`config.mk`:
```
export PLATFORM = sky130hd
export DESIGN_NAME = pcm_stream_playback_tracker
export DESIGN_NICKNAME = d
export VERILOG_FILES = /design/src/pspt_pkg.sv /design/src/pspt_seg_ram.sv /design/src/pspt_seg_eval.sv /design/src/pcm_stream_playback_tracker.sv
export SDC_FILE = /design/constraint.sdc
export NUM_CORES = 2
export LEC_CHECK = 0
export BUFFER_PORTS_ARGS = -buffer_cell sky130_fd_sc_hd__buf_2
export CAP_MARGIN = 15
export CORE_UTILIZATION = 30
export CTS_CLUSTER_SIZE = 14
export DETAILED_ROUTE_END_ITERATION = 8
export PLACE_DENSITY = 0.53
export SYNTH_ARGS = -nofsm -noshare
export SYNTH_HDL_FRONTEND = slang
export SYNTH_SLANG_ARGS = --single-unit
```
`constraint.sdc`:
```
create_clock -name clk_i -period 17.7 [get_ports clk_i]
set_clock_uncertainty 0.1 [all_clocks]
set_input_delay 1.77 -clock clk_i [delete_from_list [all_inputs] [get_ports clk_i]]
set_output_delay 1.77 -clock clk_i [all_outputs]
set_load 0.1 [all_outputs]
```
`src/pspt_pkg.sv`:
```
// Shared codes, widths and types of the PCM stream playback tracker.
`default_nettype none

package pspt_pkg;

  // Default sizing, handed to the top level parameters
  localparam int unsigned QUEUE_FRAMES_DFLT  = 4096;
  localparam int unsigned PACKET_FRAMES_DFLT = 256;
  localparam int unsigned SEGMENTS_DFLT      = 8;

  // Fixed field widths
  localparam int unsigned POS_W    = 48;
  localparam int unsigned LEN_W    = 13;
  localparam int unsigned FRAMES_W = 9;
  localparam int unsigned FUNC_W   = 3;
  localparam int unsigned MODE_W   = 3;
  localparam int unsigned STAT_W   = 2;

  localparam logic [LEN_W-1:0] PERIOD_RST = LEN_W'(256);

  // Command codes
  localparam logic [FUNC_W-1:0] FN_OPEN     = 3'd0;
  localparam logic [FUNC_W-1:0] FN_DATA     = 3'd1;
  localparam logic [FUNC_W-1:0] FN_FINISH   = 3'd2;
  localparam logic [FUNC_W-1:0] FN_CANCEL   = 3'd3;
  localparam logic [FUNC_W-1:0] FN_QUERY    = 3'd4;
  localparam logic [FUNC_W-1:0] FN_SUBMIT   = 3'd5;
  localparam logic [FUNC_W-1:0] FN_PROGRESS = 3'd6;

  // Stream modes
  localparam logic [MODE_W-1:0] MD_IDLE      = 3'd0;
  localparam logic [MODE_W-1:0] MD_ACCEPTING = 3'd1;
  localparam logic [MODE_W-1:0] MD_FINISHING = 3'd2;
  localparam logic [MODE_W-1:0] MD_DRAINED   = 3'd3;
  localparam logic [MODE_W-1:0] MD_CANCELLED = 3'd4;
  localparam logic [MODE_W-1:0] MD_FAILED    = 3'd5;

  // Result status
  localparam logic [STAT_W-1:0] STAT_OK       = 2'd0;
  localparam logic [STAT_W-1:0] STAT_REJECT   = 2'd1;
  localparam logic [STAT_W-1:0] STAT_OVERFLOW = 2'd2;

  // One stored segment
  typedef struct packed {
    logic [POS_W-1:0] hw_first;
    logic [POS_W-1:0] strm_base;
    logic [LEN_W-1:0] length;
  } seg_t;

  // Evaluation of one segment against the play position
  typedef struct packed {
    logic [LEN_W-1:0] count;
    logic             done;
  } cnt_t;

endpackage

`default_nettype wire

```
`src/pspt_seg_ram.sv`:
```
// Segment store: one write port, one registered read port.
`default_nettype none

module pspt_seg_ram import pspt_pkg::*; #(
  parameter int unsigned DEPTH = SEGMENTS_DFLT,
  parameter int unsigned AW    = 3
) (
  input  wire logic          clk_i,
  input  wire logic          we_i,
  input  wire logic [AW-1:0] waddr_i,
  input  wire seg_t          wdata_i,
  input  wire logic          re_i,
  input  wire logic [AW-1:0] raddr_i,
  output seg_t               rdata_o
);

  seg_t mem [DEPTH];
  seg_t rdata_q;

  always_ff @(posedge clk_i) begin
    if (we_i) begin
      mem[waddr_i] <= wdata_i;
    end
  end

  always_ff @(posedge clk_i) begin
    if (re_i) begin
      rdata_q <= mem[raddr_i];
    end
  end

  assign rdata_o = rdata_q;

endmodule

`default_nettype wire

```
`src/pspt_seg_eval.sv`:
```
// Frames of one segment covered by the hardware play position.
`default_nettype none

module pspt_seg_eval import pspt_pkg::*; (
  input  wire logic [POS_W-1:0] hw_i,
  input  wire seg_t             seg_i,
  output cnt_t                  cnt_o
);

  logic [POS_W:0]   diff;
  logic [LEN_W-1:0] count;

  // Clamp hw - first to [0, length]
  always_comb begin
    diff = {1'b0, hw_i} - {1'b0, seg_i.hw_first};
    if (diff[POS_W] || diff == '0) begin
      count = '0;
    end else if (diff[POS_W-1:0] > POS_W'(seg_i.length)) begin
      count = seg_i.length;
    end else begin
      count = diff[LEN_W-1:0];
    end
  end

  assign cnt_o.count = count;
  assign cnt_o.done  = (count == seg_i.length);

endmodule

`default_nettype wire

```
`src/pcm_stream_playback_tracker.sv`:
```
// A message or submit word runs ST_EXEC, then ST_OUT loads its result into the output register
//   once it is free. Progress runs ST_RD, ST_CNT, ST_ACC per segment via the registered read
//   port until the store is empty or a segment is not done, then ST_PFIN and ST_OUT.
// Throughput: one word in flight; the next word is taken once the result reaches the
//   output register, even while that result still waits for out_ready_i.
// Reset: asynchronous, clears mode, counters and segment pointers; period returns to 256.
`default_nettype none

module pcm_stream_playback_tracker import pspt_pkg::*; #(
  parameter int unsigned QUEUE_FRAMES  = QUEUE_FRAMES_DFLT,
  parameter int unsigned PACKET_FRAMES = PACKET_FRAMES_DFLT,
  parameter int unsigned SEGMENTS      = SEGMENTS_DFLT
) (
  input  wire logic                clk_i,
  input  wire logic                rst_ni,
  // configuration write channel (period)
  input  wire logic                cfg_valid_i,
  output logic                     cfg_ready_o,
  input  wire logic [LEN_W-1:0]    cfg_data_i,
  // input word channel
  input  wire logic                in_valid_i,
  output logic                     in_ready_o,
  input  wire logic [FUNC_W-1:0]   func_i,
  input  wire logic [FRAMES_W-1:0] frame_count_i,
  input  wire logic [POS_W-1:0]    hw_position_i,
  // result word channel
  output logic                     out_valid_o,
  input  wire logic                out_ready_i,
  output logic [STAT_W-1:0]        status_o,
  output logic [MODE_W-1:0]        stream_state_o,
  output logic [LEN_W-1:0]         issued_frames_o,
  output logic [POS_W-1:0]         accepted_count_o,
  output logic [POS_W-1:0]         played_count_o
);

  localparam int unsigned Q_W    = $clog2(QUEUE_FRAMES + 1);
  localparam int unsigned QP_W   = (Q_W > LEN_W) ? Q_W : LEN_W;
  localparam int unsigned SEG_IW = (SEGMENTS > 1) ? $clog2(SEGMENTS) : 1;
  localparam int unsigned SEG_CW = $clog2(SEGMENTS + 1);

  // Sequencer states
  localparam logic [2:0] ST_IDLE = 3'd0;  // wait for a word
  localparam logic [2:0] ST_EXEC = 3'd1;  // run message or submit
  localparam logic [2:0] ST_RD   = 3'd2;  // issue read of oldest segment
  localparam logic [2:0] ST_CNT  = 3'd3;  // clamp covered frames
  localparam logic [2:0] ST_ACC  = 3'd4;  // advance played, retire segment
  localparam logic [2:0] ST_PFIN = 3'd5;  // drained check after the walk
  localparam logic [2:0] ST_OUT  = 3'd6;  // hand result to output register

  logic [2:0]          st_q, st_d;
  logic [LEN_W-1:0]    period_q;
  logic [MODE_W-1:0]   mode_q, mode_d;
  logic [Q_W-1:0]      queued_q, queued_d;
  logic [POS_W-1:0]    acc_q, acc_d;
  logic [POS_W-1:0]    sub_q, sub_d;
  logic [POS_W-1:0]    played_q, played_d;
  logic [SEG_IW-1:0]   head_q, head_d;
  logic [SEG_CW-1:0]   used_q, used_d;

  // Captured word and per-item results (payload)
  logic [FUNC_W-1:0]   func_q;
  logic [FRAMES_W-1:0] frames_q;
  logic [POS_W-1:0]    hw_q;
  logic [STAT_W-1:0]   status_q, status_d;
  logic [LEN_W-1:0]    issued_q, issued_d;

  // Walk stage registers
  logic [LEN_W-1:0]    cnt_q;
  logic [POS_W-1:0]    sf_q;
  logic                done_q;

  logic                out_valid_q;
  logic                out_load;
  logic                in_take;

  // Segment store ports
  logic                wr_en, rd_en;
  logic [SEG_IW-1:0]   tail;
  seg_t                wr_seg, rd_seg;
  cnt_t                eval;

  // Datapath helpers
  logic [LEN_W-1:0]    ready_n;
  logic [QP_W-1:0]     queued_ext;
  logic [Q_W:0]        room_sum;
  logic [POS_W:0]      acc_sum;
  logic [SEG_IW:0]     tail_sum;
  logic [POS_W-1:0]    reach;
  logic                is_live;

  assign cfg_ready_o = 1'b1;
  assign in_ready_o  = (st_q == ST_IDLE);
  assign in_take     = in_valid_i && in_ready_o;
  assign out_load    = (st_q == ST_OUT) && (!out_valid_q || out_ready_i);

  // Frames one submit would take: a full period, or the remainder while finishing
  assign is_live    = (mode_q == MD_ACCEPTING) || (mode_q == MD_FINISHING);
  assign queued_ext = QP_W'(queued_q);
  always_comb begin
    ready_n = '0;
    if (is_live) begin
      if (queued_ext >= QP_W'(period_q)) begin
        ready_n = period_q;
      end else if (mode_q == MD_FINISHING) begin
        ready_n = LEN_W'(queued_ext);
      end
    end
  end

  // Queue room and 48-bit overflow for a data word
  assign room_sum = {1'b0, queued_q} + (Q_W+1)'(frames_q);
  assign acc_sum  = {1'b0, acc_q} + (POS_W+1)'(frames_q);

  // Append point of the circular segment store
  assign tail_sum = (SEG_IW+1)'(head_q) + (SEG_IW+1)'(used_q);
  assign tail     = (tail_sum >= (SEG_IW+1)'(SEGMENTS)) ?
                    SEG_IW'(tail_sum - (SEG_IW+1)'(SEGMENTS)) : SEG_IW'(tail_sum);

  assign wr_seg.hw_first  = hw_q;
  assign wr_seg.strm_base = sub_q;
  assign wr_seg.length    = ready_n;

  assign reach = sf_q + POS_W'(cnt_q);

  pspt_seg_ram #(
    .DEPTH (SEGMENTS),
    .AW    (SEG_IW)
  ) u_seg_ram (
    .clk_i   (clk_i),
    .we_i    (wr_en),
    .waddr_i (tail),
    .wdata_i (wr_seg),
    .re_i    (rd_en),
    .raddr_i (head_q),
    .rdata_o (rd_seg)
  );

  pspt_seg_eval u_seg_eval (
    .hw_i  (hw_q),
    .seg_i (rd_seg),
    .cnt_o (eval)
  );

  // Sequencer and stream state update
  always_comb begin
    st_d     = st_q;
    mode_d   = mode_q;
    queued_d = queued_q;
    acc_d    = acc_q;
    sub_d    = sub_q;
    played_d = played_q;
    head_d   = head_q;
    used_d   = used_q;
    status_d = status_q;
    issued_d = issued_q;
    wr_en    = 1'b0;
    rd_en    = 1'b0;

    unique case (st_q)
      ST_IDLE: begin
        if (in_valid_i) begin
          st_d = ST_EXEC;
        end
      end

      ST_EXEC: begin
        status_d = STAT_OK;
        issued_d = '0;
        st_d     = ST_OUT;
        unique case (func_q)
          FN_SUBMIT: begin
            if (ready_n != '0) begin
              if (used_q == SEG_CW'(SEGMENTS)) begin
                // store full: fail the stream, drop what is queued
                mode_d   = MD_FAILED;
                queued_d = '0;
                status_d = STAT_OVERFLOW;
              end else begin
                wr_en    = 1'b1;
                used_d   = used_q + 1'b1;
                sub_d    = sub_q + POS_W'(ready_n);
                queued_d = queued_q - Q_W'(ready_n);
                issued_d = ready_n;
              end
            end
          end
          FN_PROGRESS: begin
            st_d = ST_RD;
          end
          FN_OPEN: begin
            if (mode_q != MD_IDLE || frames_q != '0) begin
              status_d = STAT_REJECT;
            end else begin
              mode_d = MD_ACCEPTING;
            end
          end
          FN_DATA: begin
            if (mode_q != MD_ACCEPTING || frames_q == '0 ||
                LEN_W'(frames_q) > LEN_W'(PACKET_FRAMES) ||
                room_sum > (Q_W+1)'(QUEUE_FRAMES) || acc_sum[POS_W]) begin
              status_d = STAT_REJECT;
            end else begin
              queued_d = room_sum[Q_W-1:0];
              acc_d    = acc_sum[POS_W-1:0];
            end
          end
          FN_FINISH: begin
            if (frames_q != '0 || !is_live) begin
              status_d = STAT_REJECT;
            end else begin
              mode_d = (played_q == acc_q) ? MD_DRAINED : MD_FINISHING;
            end
          end
          FN_CANCEL: begin
            if (mode_q == MD_IDLE || frames_q != '0) begin
              status_d = STAT_REJECT;
            end else begin
              mode_d   = MD_CANCELLED;
              queued_d = '0;
            end
          end
          FN_QUERY: begin
            if (mode_q == MD_IDLE || frames_q != '0) begin
              status_d = STAT_REJECT;
            end
          end
          default: begin
            status_d = STAT_REJECT;
          end
        endcase
      end

      ST_RD: begin
        // walk ends when the store is empty
        if (used_q == '0) begin
          st_d = ST_PFIN;
        end else begin
          rd_en = 1'b1;
          st_d  = ST_CNT;
        end
      end

      ST_CNT: begin
        st_d = ST_ACC;
      end

      ST_ACC: begin
        if (cnt_q != '0 && reach > played_q) begin
          played_d = reach;
        end
        if (done_q) begin
          // retire the oldest segment and look at the next one
          head_d = (head_q == SEG_IW'(SEGMENTS - 1)) ? '0 : head_q + 1'b1;
          used_d = used_q - 1'b1;
          st_d   = ST_RD;
        end else begin
          st_d = ST_PFIN;
        end
      end

      ST_PFIN: begin
        if (mode_q == MD_FINISHING && played_q == acc_q) begin
          mode_d = MD_DRAINED;
        end
        st_d = ST_OUT;
      end

      ST_OUT: begin
        if (out_load) begin
          st_d = ST_IDLE;
          // a rejected word clears the stream once its result is out
          if (status_q == STAT_REJECT) begin
            mode_d   = MD_IDLE;
            queued_d = '0;
            acc_d    = '0;
            sub_d    = '0;
            played_d = '0;
            head_d   = '0;
            used_d   = '0;
          end
        end
      end

      default: begin
        st_d = ST_IDLE;
      end
    endcase
  end

  always_ff @(posedge clk_i or negedge rst_ni) begin
    if (!rst_ni) begin
      st_q        <= ST_IDLE;
      period_q    <= PERIOD_RST;
      mode_q      <= MD_IDLE;
      queued_q    <= '0;
      acc_q       <= '0;
      sub_q       <= '0;
      played_q    <= '0;
      head_q      <= '0;
      used_q      <= '0;
      out_valid_q <= 1'b0;
    end else begin
      st_q     <= st_d;
      mode_q   <= mode_d;
      queued_q <= queued_d;
      acc_q    <= acc_d;
      sub_q    <= sub_d;
      played_q <= played_d;
      head_q   <= head_d;
      used_q   <= used_d;
      if (cfg_valid_i) begin
        period_q <= cfg_data_i;
      end
      if (out_load) begin
        out_valid_q <= 1'b1;
      end else if (out_ready_i) begin
        out_valid_q <= 1'b0;
      end
    end
  end

  // Payload registers: captured word, walk stage, result word
  always_ff @(posedge clk_i) begin
    if (in_take) begin
      func_q   <= func_i;
      frames_q <= frame_count_i;
      hw_q     <= hw_position_i;
    end
    status_q <= status_d;
    issued_q <= issued_d;
    if (st_q == ST_CNT) begin
      cnt_q  <= eval.count;
      sf_q   <= rd_seg.strm_base;
      done_q <= eval.done;
    end
    if (out_load) begin
      status_o         <= status_q;
      stream_state_o   <= (status_q == STAT_REJECT) ? MD_FAILED : mode_q;
      issued_frames_o  <= issued_q;
      accepted_count_o <= acc_q;
      played_count_o   <= played_q;
    end
  end

  assign out_valid_o = out_valid_q;

  // Segment count never passes the store depth
  a_used_bound: assert property (@(posedge clk_i) disable iff (!rst_ni)
    used_q <= SEG_CW'(SEGMENTS))
    else $error("segment count above store depth");

  // Queue never holds more than its capacity
  a_queue_bound: assert property (@(posedge clk_i) disable iff (!rst_ni)
    queued_q <= Q_W'(QUEUE_FRAMES))
    else $error("queue above capacity");

  // A rejected word leaves a cleared stream behind
  a_reject_clear: assert property (@(posedge clk_i) disable iff (!rst_ni)
    (out_load && status_q == STAT_REJECT) |=>
      (mode_q == MD_IDLE && used_q == '0 && acc_q == '0 && played_q == '0))
    else $error("stream not cleared after rejection");

  // Store overflow always reports a failed stream
  a_ovf_failed: assert property (@(posedge clk_i) disable iff (!rst_ni)
    (out_valid_o && status_o == STAT_OVERFLOW) |-> stream_state_o == MD_FAILED)
    else $error("overflow without failed state");

  // Frames are issued only by a successful word
  a_issue_ok: assert property (@(posedge clk_i) disable iff (!rst_ni)
    (out_valid_o && issued_frames_o != '0) |-> status_o == STAT_OK)
    else $error("frames issued with error status");

endmodule

`default_nettype wire

```
After elaboration in Yosys (flattened, before gate mapping) --
Memory sizes are Yosys's and may differ from the RTL's. A register that Yosys moved wholly into a read port is not among the register bits. Cells that the tools add are included.
Storage, ports and cells: register bits 435, latch bits 0, memory bits (writable) 872, ROM bits 0, input port bits 78, logic and storage cells 192, memories 1
Operators by class: add/subtract/negate cells 11, multipliers 0, divide/modulo/power cells 0, order comparisons 6, equal/unequal tests 39, shift-type cells 0, mux-type cells 69, bitwise operators 2, reduce and logical (&&, ||, !) cells 41
Memory list:
- u_seg_ram.mem | words 8, bits a word 109, read ports 1, clocked after Yosys merged registers in 1, wr ports 1, RTL line pspt_seg_ram.sv:17 | seg_t mem [DEPTH];
Operators by type and width (count):
- 2-to-1 mux 48 bit | 8
- one-hot mux 48 bit (2 select lines) | 3
- 2-to-1 mux 13 bit | 11
- adder 48 x 13 -> 48 bit | 2
- adder 48 x 9 -> 49 bit | 1
- logical NOT 49 bit | 1
- subtractor 48 x 48 -> 49 bit | 1
- == test 48 bit | 1
- > comparator 48 x 13 -> 1 bit | 1
- > comparator 48 bit | 1
- 2-to-1 mux 3 bit | 16
- one-hot mux 13 bit (3 select lines) | 1
- one-hot mux 13 bit (2 select lines) | 1
- nonzero test 13 bit | 2
- 2-to-1 mux 4 bit | 6
- == test 3 bit, second input constant | 7
- one-hot mux 3 bit (7 select lines) | 1
- inequality test 3 bit, second input constant | 6
- inequality test 2 bit, second input constant | 8
- == test 3 x 2 -> 1 bit, second input constant | 5
- 2-to-1 mux 1 bit | 15
- adder 13 x 9 -> 14 bit | 1
- > comparator 14 x 13 -> 1 bit, second input constant | 1
- AND reduction 7 bit | 2
- other kinds (40) | 66

Logic depth before layout (Yosys ltp) --
word-level depth 10, depth in mapped cells 31, gate-level depth less buffers 28

Modules after synthesis --
From an unflattened synthesis, not the netlist that was laid out.
Second synthesis, totals: cells, all modules 4084, area total of the unflattened synthesis 62752.7 µm²
Modules (own cells, without submodules):
- pspt_seg_ram | instances 1, cells an instance 1381, area an instance 35950.7 µm², sequential area each 29458.3 µm²
- pcm_stream_playback_tracker | instances 1, cells an instance 1990, area an instance 22255.1 µm², sequential area each 12142.9 µm²
- pspt_seg_eval | instances 1, cells an instance 713, area an instance 4546.9 µm², sequential area each 0.0 µm²

Worst setup path after synthesis --
OpenSTA, ideal clock, no wires.
path kind reg-to-reg, start reg st_q[1], end reg u_seg_ram.rdata_o[0] (netlist name), library setup time 1.164 ns, data arrival time 17.899 ns, required time 16.436 ns, path slack -1.463 ns, stages on the path, launching flop included 4, buffers on the path 1, cells stage by stage dfrtp_1 -> clkbuf_1 -> clkinv_1 -> a2111oi_0
Between the ends: longest elaborated chain between the ends 2
RTL lines:
- start, declared | RTL line pcm_stream_playback_tracker.sv:50 | logic [2:0] st_q, st_d;
- start signal, assigned | RTL line pcm_stream_playback_tracker.sv:303 | st_q <= st_d;
- == test 3 x 2 -> 1 bit | RTL line pcm_stream_playback_tracker.sv:159 | unique case (st_q)
- 2-to-1 mux 1 bit | RTL line pcm_stream_playback_tracker.sv:159
- net rd_en | RTL line pcm_stream_playback_tracker.sv:77 | logic wr_en, rd_en;
The timed path passes the listed nets, and every way through them passes these cells. A chain may end at the register's enable or synchronous reset.

Worst setup path after layout --
start reg queued_q[10], in the netlist queued_ext[10], end reg sub_q[24]
Between the ends: longest elaborated chain between the ends 8, elaborated cells between the ends (all ways) 12, those cells by class add/sub (1); order compare (1); eq/ne (1); mux (7); reduce/logical (2)
RTL lines:
- start, declared | RTL line pcm_stream_playback_tracker.sv:53 | logic [Q_W-1:0] queued_q, queued_d;
- start signal, assigned | RTL line pcm_stream_playback_tracker.sv:305 | queued_q <= queued_d;
- greater-or-equal comparator 13 bit (*) | RTL line pcm_stream_playback_tracker.sv:102 | if (queued_ext >= QP_W'(period_q)) begin
- 2-to-1 mux 13 bit (*) | RTL line pcm_stream_playback_tracker.sv:102
- 2-to-1 mux 13 bit (*) | RTL line pcm_stream_playback_tracker.sv:101 | if (is_live) begin
- net ready_n[2] | RTL line pcm_stream_playback_tracker.sv:83 | logic [LEN_W-1:0] ready_n;
- adder 48 x 13 -> 48 bit | RTL line pcm_stream_playback_tracker.sv:181 | sub_d = sub_q + POS_W'(ready_n);
- 2-to-1 mux 48 bit | RTL line pcm_stream_playback_tracker.sv:173 | if (used_q == SEG_CW'(SEGMENTS)) begin
- 2-to-1 mux 48 bit | RTL line pcm_stream_playback_tracker.sv:172 | if (ready_n != '0) begin
- 2-to-1 mux 48 bit | RTL line pcm_stream_playback_tracker.sv:170 | unique case (func_q)
- one-hot mux 48 bit (2 select lines) | RTL line pcm_stream_playback_tracker.sv:159
- end signal, assigned | RTL line pcm_stream_playback_tracker.sv:307 | sub_q <= sub_d;
- end, declared | RTL line pcm_stream_playback_tracker.sv:55 | logic [POS_W-1:0] sub_q, sub_d;
The timed path passes the listed nets; every way through them passes the cells marked *. The select of a mux whose other input is x is not followed.

==> impl_metrics.sql <==
INSERT INTO impl_metrics (metric_group, metric, value, unit) VALUES
('setup_path', 'cp_data_required_time', '18.32', 'ns'),
('drt', 'postRouteAntennaNets', '0', ''),
('timing', 'final_max_slew_viol_count', '0', ''),
('grt', 'gr-total-overflow', '0', ''),
('timing', 'finalSetupViolations', '0', ''),
('grt', 'gr-usage-met1', '0.2024', ''),
('timing', 'max_clock_freq', '151.0', 'MHz'),
('grt', 'antenna_found_initial', '16', ''),
('yosys', 'syn_area', '0.06215', 'mm^2'),
('floorplan', 'ioPinCount', '195', ''),
('floorplan', 'die_footprint', '0.2090', 'mm^2'),
('yosys', 'synth_seq_cells', '1416', ''),
('floorplan', 'start_util', '0.3029', ''),
('yosys', 'post-synth-top-area-cell', 'edfxtp_1', ''),
('clocking', 'cts_post_setup_buffers_inserted', '0', ''),
('timing', 'slew_headroom', '0.2466', ''),
('yosys', 'yosysSeqAreaShare', '0.6694', ''),
('grt', 'grt_util_overall', '0.1444', ''),
('timing', 'finalHoldViolCount', '0', ''),
('yosys', 'synthMostInstantiatedCell', 'edfxtp_1', ''),
('yosys', 'yosys-top-cells-area', 'edfxtp_1 (60%), mux4_2 (7.9%), dfrtp_1 (7.4%), ha_1 (3.7%), mux2_2 (2.1%)', ''),
('yosys', 'netlist_instances', '4043', ''),
('placed_design', 'dp_slack', '11.14', 'ns'),
('yosys', 'yosysTopAreaCellShare', '0.5953', ''),
('clocking', 'clock_latency', '0.80', 'ns'),
('outcome', 'status', 'completed', ''),
('grt', 'global_route.usage.met3', '0.02207', ''),
('cells_and_area', 'core_utilization_of_the_finished_layout', '0.3481', ''),
('cells_and_area', 'layout-drive-gt1-share', '0.1904', ''),
('placed_design', 'io_buffer_count', '193', ''),
('clocking', 'max-clock-path-buffers', '3', ''),
('grt', 'grt_most_used_layer', 'met2', ''),
('power_and_ir_drop', 'vdd.ir_drop.worst', '0.1134', 'mV'),
('drt', 'finalWirelength', '152200', 'um'),
('power_and_ir_drop', 'static-leakage-power', '24.72', 'nW'),
('floorplan', 'fp.dieH', '457.2', 'um'),
('timing', 'postLayoutSetupSlackWorst', '11.08', 'ns'),
('yosys', 'synth.distinct_cells', '82', ''),
('worst_hold_path', 'min_path_type', 'flop to flop', ''),
('setup_path', 'critical_path.max_fanout', '27', ''),
('grt', 'grt_util_met2', '0.2316', ''),
('timing', 'worst_pin_slew', '1.130', 'ns'),
('drt', 'wl_per_cell', '21.46', 'um'),
('yosys', 'synth_edf_count', '1232', ''),
('yosys', 'synth_nets', '4312', ''),
('yosys', 'synthesis.area_per_instance', '15.37', 'um^2'),
('yosys', 'synth_ff_type', 'edfxtp_1', ''),
('grt', 'grt_first_pass_wirelength', '230400', 'um'),
('clocking', 'post_cts_resized', '0', ''),
('clocking', 'cts_root_buf', 'clkbuf_16', ''),
('placed_design', 'post_dp_hpwl', '92930', 'um'),
('drt', 'detailedRoute.firstPassIterationCount', '5', ''),
('clocking', 'numClockSinks', '1416', ''),
('clocking', 'cts-buffers-inserted', '152', ''),
('setup_path', 'worst-endpoint-arrival', '7.24', 'ns'),
('clocking', 'clock_tree_from_tritoncts', 'done', ''),
('drt', 'detailedRoute.firstIterationViolations', '2637', ''),
('grt', 'via_count_of_the_first_global_routing_pass', '35710', ''),
('timing', 'timing.final.crit_period', '6.623', 'ns'),
('timing', 'post-route-period-util', '0.3742', ''),
('drt', 'vias', '35470', ''),
('floorplan', 'die_w', '457.2', 'um'),
('yosys', 'ys_async_sr_fraction', '0.1299', ''),
('clocking', 'clk_pin_slew_worst_paths', '0.06', 'ns'),
('cells_and_area', 'area_delta_synth_final', '14.95', '%'),
('placed_design', 'globalplace.congestion', '0.8526', ''),
('power_and_ir_drop', 'cellPowerDensity', '157.1', 'mW/mm^2'),
('floorplan', 'floorplan.rows', '166', ''),
('cells_and_area', 'num-nets-final', '4546', ''),
('grt', 'grt_start_max_net_pins', '114', ''),
('clocking', 'cts_htree_levels', '4', ''),
('setup_path', 'worst_setup_path_end_kind', 'flop', ''),
('drt', 'via_per_inst', '5.002', ''),
('flow_run', 'max-cap-violations', '0', ''),
('setup_path', 'startpoint_type', 'flop', ''),
('timing', 'rsz0062_at_grt', 'false', ''),
('drt', 'drc', '0', ''),
('yosys', 'synth.cells.most_frequent', 'edfxtp_1 (1232), nand2_1 (252), mux4_2 (218), inv_1 (213)', ''),
('cells_and_area', 'final.fill_count', '19590', ''),
('timing', 'final_total_negative_setup_slack', '0', 'ns'),
('setup_path', 'critical_path_class', 'flop to flop', ''),
('clocking', 'cts_hold_repair.buffers', '0', ''),
('floorplan', 'core_area', '0.2052', 'mm^2'),
('yosys', 'ys_warn_count', '0', '');
==> worst max-delay path: stages, from the launching register on <==
cell	delay [ns]
dfrtp_1	0.54
ha_1	0.32
a21o_1	0.17
a21o_1	0.19
a21oi_1	0.15
nand3b_1	0.12
o21bai_2	0.79
nor2_1	0.07
o21ai_0	0.42
inv_1	0.25
ha_1	0.39
a21oi_1	0.09
o21bai_1	0.21
a21o_1	0.15
a21oi_1	0.09
o21bai_1	0.14
a21o_1	0.18
nand4_1	0.11
a41oi_1	0.38
a21o_1	0.46
nand2_1	0.43
or4_1	0.61
a21oi_1	0.17
==> sequential cells by signal, indices dropped and copies added (netlist names), 4 cells and up <==
register	cells
queued_ext	13
played_q	48
frames_q	9
sf_q	48
acc_q	48
hw_q	48
period_q	13
sub_q	48
u_seg_ram.mem	872
issued_frames_o	13
cnt_q	13
issued_q	13
accepted_count_o	48
u_seg_ram.rdata_o	109
played_count_o	48
used_q	4
==> final cells by class <==
type	instances	area [um^2]	area share
Antenna cell	1	2.502	0.00003503
Tap cell	2688	3363	0.04708
Inverter	214	803.3	0.01124
Clock buffer	189	4004	0.05605
Clock inverter	90	997.2	0.01396
Timing Repair Buffer	240	1440	0.02016
Sequential cell	1416	41610	0.5825
Multi-Input combinational cell	2253	19220	0.2690
==> path summary, 6_finish.rpt <==
path	start	end	slack [ns]	cells past startpoint
max reg2reg	queued_ext[10]	sub_q[24]	11.08	22
min	issued_q[8]	issued_frames_o[8]	0.31	0
min reg2reg	issued_q[8]	issued_frames_o[8]	0.31	0
max in group asynchronous	rst_ni	head_q[0]	15.03	2
max	queued_ext[10]	sub_q[24]	11.08	22
min in group asynchronous	rst_ni	period_q[2]	0.87	1
==> cell usage in the layout, fill, tap and decap left out, types with 52 or more instances in the layout <==
cell       Yosys  layout
a21oi_1      160     160
buf_2         11     192
clkbuf_16      0     153
dfrtp_1      183     180
edfxtp_1    1232    1232
ha_1         183     183
inv_1        213     213
mux2_2       115     115
mux4_2       218     218
nand2_1      252     252
nand3_1       69      69
nand4_1       85      85
nor2_1       174     168
nor3_1        59      54
o21ai_0      138     137
o31ai_1       52      52
xnor2_1      129     129
xor2_1        60      60
==> power by group <==
part / leakage [nW] / switching, mW / total (mW) / internal (mW)
logic: 8.74 / 2.18 / 3.53 / 1.35
registers: 13.6 / 0.414 / 4.54 / 4.13
clock network: 2.42 / 1.35 / 3.16 / 1.81
==> stage by stage <==
step           power [mW]  hold slack (ns)  cell area (um^2)  cells
6_report            11.22           0.3147             71440   7091
5_1_grt             11.83           0.3145             71440   7091
4_1_cts             11.37           0.3157             71440   7090
3_5_place_dp        8.161           0.3045             66440   6811
3_3_place_gp        8.134           0.3024             66440   6811
2_1_floorplan       7.217           0.3003             62150   4043
==> kinds of logic (layout without fill, tap and decap cells) <==
family | Yosys count | count (layout) | synth area share
AOI/OAI and AO/OA | 648 | 648 | 0.06893
xor gates and xnor gates | 189 | 189 | 0.02664
adders and majority gates | 191 | 191 | 0.03942
buffers and inverters | 374 | 733 | 0.02293
DFF | 1416 | 1416 | 0.6694
muxes | 352 | 352 | 0.1029
other | 1 | 2 | 0.00006034
and+or+nand+nor | 872 | 872 | 0.06974
==> per-layer routing <==
layer / vias to the layer above / share of wire
met5: - / 0.00080
met2: 817 / 0.47
li1: 16190 / -
met1: 18220 / 0.47
met4: 18 / 0.022
met3: 220 / 0.042
Power figures use the tool's default switching activity.
